### src/rtl/huffman_table_encoder_assert.svh
// Assertion macros for the huffman_table_encoder blocks.
// Used by the datapath; expects signals named clock and reset in scope.
`ifndef HUFFMAN_TABLE_ENCODER_ASSERT_SVH
`define HUFFMAN_TABLE_ENCODER_ASSERT_SVH

// Condition that must hold at every clock edge out of reset.
`define HTE_ASSERT_ALWAYS(label, expr, msg) \
   label: assert property (@(posedge clock) disable iff (reset) (expr)) else $error(msg);

// Condition that must hold in the cycle after the trigger.
`define HTE_ASSERT_NEXT(label, trig, expr, msg) \
   label: assert property (@(posedge clock) disable iff (reset) (trig) |=> (expr)) \
      else $error(msg);

`endif

### src/rtl/hte_pkg.sv
// Package for the huffman_table_encoder: sizes, codes and the control/status
// structs between controller and datapath. No dependencies.
package hte_pkg;

   localparam int ALPHABET_SIZE = 256;
   localparam int MAX_CODE_BITS = 32;
   localparam int CODE_W        = 32;
   localparam int LEN_LIMIT     = (MAX_CODE_BITS < CODE_W) ? MAX_CODE_BITS : CODE_W;
   localparam int TABLE_DEPTH   = ALPHABET_SIZE + 1;

   localparam int CMD_W  = 2;
   localparam int SYM_W  = 9;
   localparam int LEN_W  = 6;
   localparam int BYTE_W = 8;
   localparam int PEND_W = 7;
   localparam int CNT_W  = 3;
   localparam int ACC_W  = PEND_W + CODE_W;
   localparam int TOT_W  = 6;

   localparam logic [SYM_W-1:0] EOS_SYMBOL = SYM_W'(ALPHABET_SIZE);

   localparam logic [CMD_W-1:0] CMD_LOAD   = 2'd0;
   localparam logic [CMD_W-1:0] CMD_ENCODE = 2'd1;
   localparam logic [CMD_W-1:0] CMD_END    = 2'd2;

   localparam logic KIND_DATA  = 1'b0;
   localparam logic KIND_ERROR = 1'b1;

   typedef struct packed {
      logic accept;
      logic err_emit;
      logic combine;
      logic byte_emit;
      logic flush_emit;
      logic finish;
   } hte_ctl_type;

   typedef struct packed {
      logic [CMD_W-1:0] req_command;
      logic [CMD_W-1:0] command;
      logic             no_code;
      logic             total_ge8;
      logic             total_zero;
      logic             out_free;
   } hte_sts_type;

endpackage

### src/rtl/hte_ctrl.sv
// Controller FSM of the huffman_table_encoder: sequences accept, table
// lookup, error report, byte emission and flush. Depends on hte_pkg.
module hte_ctrl (
   input  logic               clock,
   input  logic               reset,
   input  logic               req_valid,
   output logic               req_ready,
   output hte_pkg::hte_ctl_type ctl,
   input  hte_pkg::hte_sts_type sts
);
   import hte_pkg::*;

   localparam logic [1:0] S_IDLE   = 2'd0;
   localparam logic [1:0] S_LOOKUP = 2'd1;
   localparam logic [1:0] S_EMIT   = 2'd2;
   localparam logic [1:0] S_FLUSH  = 2'd3;

   logic [1:0] state_ff;
   logic [1:0] state_in;

   always_comb begin
      ctl       = '0;
      req_ready = 1'b0;
      state_in  = state_ff;
      case (state_ff)
         S_IDLE: begin
            req_ready = 1'b1;
            if (req_valid) begin
               ctl.accept = 1'b1;
               if (sts.req_command inside {CMD_ENCODE, CMD_END}) begin
                  state_in = S_LOOKUP;
               end
            end
         end
         S_LOOKUP: begin
            if (sts.command == CMD_ENCODE && sts.no_code) begin
               if (sts.out_free) begin
                  ctl.err_emit = 1'b1;
                  state_in     = S_IDLE;
               end
            end else begin
               ctl.combine = 1'b1;
               state_in    = S_EMIT;
            end
         end
         S_EMIT: begin
            if (sts.total_ge8) begin
               ctl.byte_emit = sts.out_free;
            end else if (sts.command == CMD_END && !sts.total_zero) begin
               state_in = S_FLUSH;
            end else begin
               ctl.finish = 1'b1;
               state_in   = S_IDLE;
            end
         end
         S_FLUSH: begin
            if (sts.out_free) begin
               ctl.flush_emit = 1'b1;
               ctl.finish     = 1'b1;
               state_in       = S_IDLE;
            end
         end
         default: begin
            state_in = S_IDLE;
         end
      endcase
   end

   always_ff @(posedge clock) begin
      if (reset) begin
         state_ff <= S_IDLE;
      end else begin
         state_ff <= state_in;
      end
   end

endmodule

### config.mk
export PLATFORM = sky130hd
export DESIGN_NAME = hte_ctrl
export DESIGN_NICKNAME = d
export VERILOG_FILES = /design/src/rtl/huffman_table_encoder_assert.svh /design/src/rtl/hte_pkg.sv /design/src/rtl/hte_ctrl.sv
export SDC_FILE = /design/constraint.sdc
export NUM_CORES = 1
export LEC_CHECK = 0
export BUFFER_PORTS_ARGS = -buffer_cell sky130_fd_sc_hd__clkbuf_2
export CAP_MARGIN = 10
export CORE_AREA = 10 10 47 49
export CTS_CLUSTER_SIZE = 16
export DETAILED_ROUTE_END_ITERATION = 8
export DIE_AREA = 0 0 57 59
export GPL_TIMING_DRIVEN = 0
export PLACE_DENSITY = 0.44
export SETUP_SLACK_MARGIN = 0.3
export SYNTH_ARGS = -nofsm -noshare
export SYNTH_HDL_FRONTEND = slang
export SYNTH_SLANG_ARGS = --single-unit
### constraint.sdc
create_clock -name clock -period 1.4 [get_ports clock]
set_input_delay 0.35 -clock clock [delete_from_list [all_inputs] [get_ports clock]]
set_output_delay 0.35 -clock clock [all_outputs]
set_load 0.01 [all_outputs]
======== Word-level counts from Yosys, hierarchy flattened ========
Index checks and enable logic that the tools add are counted.
operators by class
  equal/unequal tests ..................... 10
  multiplexer cells ....................... 21
  reductions and logical operators ........ 6
operator list
  kind                count
  $mux 2              8
  $mux 1              11
  $eq 2x2->1 const B  4
  $pmux 2 s4          1
  $eq 2x1->1 const B  3
  $ne 2x2->1 const B  3
  $reduce_and 3->1    1
  $logic_and 1x1->1   2
  $logic_not 2->1     1
  $pmux 1 s2          1
  $reduce_bool 2->1   1
  $logic_not 1->1     1
word-level totals
  register bits after elaboration ......... 2
  output and inout port bits .............. 7
  word-level logic and storage cells ...... 38

======== Longest topological paths before layout ========
  depth in word-level cells ............... 5
  gate-level depth with buffers ........... 4

======== Worst setup path before layout ========
OpenSTA, ideal clock, no wires.
  kind .................................... register -> output
  from .................................... register state_ff[1]
  to ...................................... output ctl[0] in the netlist's numbering
  arrival ................................. 1.006 ns
  slack ................................... 0.044 ns
  cell stages (with the launch flop) ...... 3
  path buffers ............................ 0
  path through ............................ dfxtp_1 inv_2 o41ai_1
RTL lines
  element                   line            text
  start: declaration        hte_ctrl.sv:18  logic [1:0] state_ff;
  start signal: assignment  hte_ctrl.sv:73  state_ff <= state_in;
  end: declaration          hte_ctrl.sv:8   output hte_pkg::hte_ctl_type ctl,

==> impl_metrics.csv <==
group,metric,value,unit
outcome,status,"finished, violations left",
outcome,violations,"setup timing",
synthesis,yosysSeqAreaShare,22.4,%
global_route,groute.usage.overall,4.35,%
place,placed_area,322,um^2
die,io_pins,18,
hold_path,whs_endpoint,"state_ff[1]",
synthesis,syn_avg_cell_area,7.16,um^2
pwr,p_leak,0.194,nW
synthesis,ys_types,17,
global_route,antenna_found_initial,0,
worst_setup_path,max_stage_delay,0.36,ns
finish,diodes,0,
job,cap_violations,0,
worst_setup_path,cp.required,1.05,ns
worst_setup_path,rrSetupSlack,0.35,ns
finish,fin_nets,61,
worst_setup_path,r2r_start,"state_ff[1]",
worst_setup_path,ff2ff_path_depth,4,
timing,finClkSkew,0.0117,ns
global_route,grt_max_degree,11,
worst_setup_path,path_cells,"inv_4 -> o41ai_4 -> buf_2",
detailed_routing,wirelength,759,um
synthesis,yosysWarnings,0,
die,die_h,59,um
synthesis,synth_area_leader_cell,"dfxtp_1",
detailed_routing,drc_errors,0,
synthesis,netlist_area,179,um^2
synthesis,synth_top_area_share,22.4,%
hold_path,whs_path_depth,2,
timing,finalCritPeriodShare,103,%
finish,area_delta_synth_final,123,%
clocking,clk_latency,0.23,ns
finish,fin_area,399,um^2
global_route,grt_pass1_vias,282,
hold_path,hold_start,"reset",
synthesis,synth-seq-cells,2,
place,hpwl,598,um
hold_path,min_path_type,"in -> reg",
detailed_routing,post_drt_via_cell_ratio,4.26,
timing,worst_slack,-0.0417,ns
finish,layout.cells.non_filler,65,
timing,tns,-0.0869,ns
timing,tightest_slew,0.359,ns
clocking,h-tree-depth,1,
finish,registers.top_by_ff_count,"state_ff",
die,start_util,12.8,%
worst_setup_path,critPathCaptureType,"primary output",
place,port_buffers,17,
clocking,clk_pin_slew,0.04,ns
timing,relSlewSlack,76.0,%
worst_setup_path,cp-start-kind,"register",
finish,top_regs,"state_ff x2",
timing,hold_violations,0,
global_route,overflow,0,
finish,largest_reg_flops,2,
pwr,power.density,715,nW/um^2
worst_setup_path,cp_max_fo,3,
die,rows,14,
detailed_routing,drt_iter0_drc,0,
synthesis,ys_top_cells_by_area,"dfxtp_1, nor3b_1, nor3b_2",
timing,max_freq,694,MHz
detailed_routing,firstDrtPassIters,1,
worst_setup_path,cp_slowest_cell,"dfxtp_4",
detailed_routing,wl_per_cell,11.7,um
place,placed_cells,58,
clocking,cts_tree,"yes",
global_route,grt_first_pass_wirelength,1170,um
timing,min_period,1.44,ns
finish,regArea,45.0,um^2
place,gp_congestion,0.726,
die,die-area,3360,um^2
pwr,vdd_drop_max,0.000232,V
synthesis,syn_inst,25,
finish,final_util,28.5,%
timing,grt_setup_unrepaired,"yes",
detailed_routing,vias,277,
finish,num-fill-cells,166,
clocking,clock-root-buffer,"clkbuf_4",
clocking,clockBufferDepth,2,
worst_setup_path,r2r-end,"state_ff[0]",
die,core,1400,um^2
die,die_x,57,um
clocking,numCtsBuffers,3,
detailed_routing,antenna_left,0,
worst_setup_path,crit_type,"reg -> out",
timing,finalSetupViolCount,3,
timing,slew_violations,0,
finish,multi_input_comb_area,168,um^2
worst_setup_path,arrival,1.09,ns
finish,drive_above_1_share,71.4,%
clocking,cts.sinks,2,
synthesis,synthesis.nets,36,
logic make-up (layout without fill, tap and decap cells):
group | Yosys count | in the layout | synth area share [%]
and+or+nand+nor | 11 | 11 | 37.1
AOI/OAI and AO/OA | 6 | 6 | 24.5
buffers and inverters | 5 | 29 | 11.2
DFF | 2 | 2 | 22.4
xor gates and xnor gates | 1 | 1 | 4.90
where the power goes:
part | internal [mW] | leakage [nW] | switching, mW
combinational | 0.0404 | 0.161 | 0.0422
clock | 0.106 | 0.0150 | 0.0333
sequential | 0.0605 | 0.0175 | 0.00334
total | 0.207 | 0.194 | 0.0789
cell usage after synthesis:
library cell  count
nand3b_1          1
inv_1             3
nor3b_1           2
o41ai_1           1
dfxtp_1           2
nor3_1            2
o311ai_0          1
inv_2             1
nor2_1            1
nand2_1           2
xor2_1            1
buf_2             1
a211o_1           1
nand3_1           2
a21oi_1           2
a22oi_1           1
nor3b_2           1
worst max-delay path by stage:
stage | from | end | slack [ns] | cells past startpoint
floorplan | state_ff[1] | ctl[0] | 0.28 | 2
global placement | sts[4] | ctl[0] | 0.03 | 4
detailed placement | sts[4] | ctl[0] | 0.02 | 4
CTS | state_ff[1] | ctl[0] | -0.07 | 3
global route | state_ff[1] | ctl[0] | -0.1 | 3
finish | state_ff[1] | ctl[0] | -0.04 | 3
critical path: cells and delay by family, from the launching register on:
kind | cells | cell delay (ns)
buffers and inverters | 2 | 0.22
AO/OA/AOI/OAI | 1 | 0.29
flip-flops | 1 | 0.36
cell type report:
cell class                      instances  area share [%]
Multi-Input combinational cell         18            42.0
Timing Repair Buffer                   20            27.9
Sequential cell                         2            11.3
Clock buffer                            4            6.58
Tap cell                               16            5.02
Inverter                                4            4.39
Buffer                                  1            2.82
per-stage QoR:
step | hold WS, ns | setup WS (ns) | power, mW
2_1_floorplan | 0.409 | 0.276 | 0.0998
3_3_place_gp | 0.521 | 0.0290 | 0.132
3_5_place_dp | 0.521 | 0.0238 | 0.133
4_1_cts | 0.283 | -0.0656 | 0.284
5_1_grt | 0.295 | -0.0955 | 0.309
6_report | 0.284 | -0.0417 | 0.286
metal layers:
metal | GRT usage [%] | part of all wire [%]
met3 | 1.50 | 5.3
met2 | 6.67 | 47
met4 | 3.02 | 2.8
met5 | 0 | 0
met1 | 4.94 | 45
cell usage in the layout, fill, tap and decap left out:
| cell type | instances |
|---|---|
| clkbuf_4 | 3 |
| o311ai_0 | 1 |
| nand3b_1 | 1 |
| nand3_1 | 1 |
| a22oi_1 | 1 |
| nor2_1 | 1 |
| dfxtp_2 | 1 |
| clkbuf_2 | 12 |
| nor3_2 | 2 |
| o41ai_4 | 1 |
| inv_2 | 1 |
| buf_2 | 5 |
| nor3b_1 | 1 |
| xor2_1 | 1 |
| buf_6 | 2 |
| nand3_4 | 1 |
| a21oi_1 | 2 |
| nor3b_2 | 2 |
| nand2_1 | 1 |
| inv_4 | 1 |
| a211o_1 | 1 |
| dfxtp_4 | 1 |
| buf_4 | 2 |
| clkbuf_1 | 1 |
| inv_1 | 2 |
| nand2_2 | 1 |
repair_timing:
item,in CTS,in global routing
cloned,0,1
pin swaps,1,0
gates resized for setup,4,9
hold buffers,0,0
endpoints found under the setup margin,7,8
setup buffers,2,0
No activity file was read; power rests on OpenSTA's default activity.
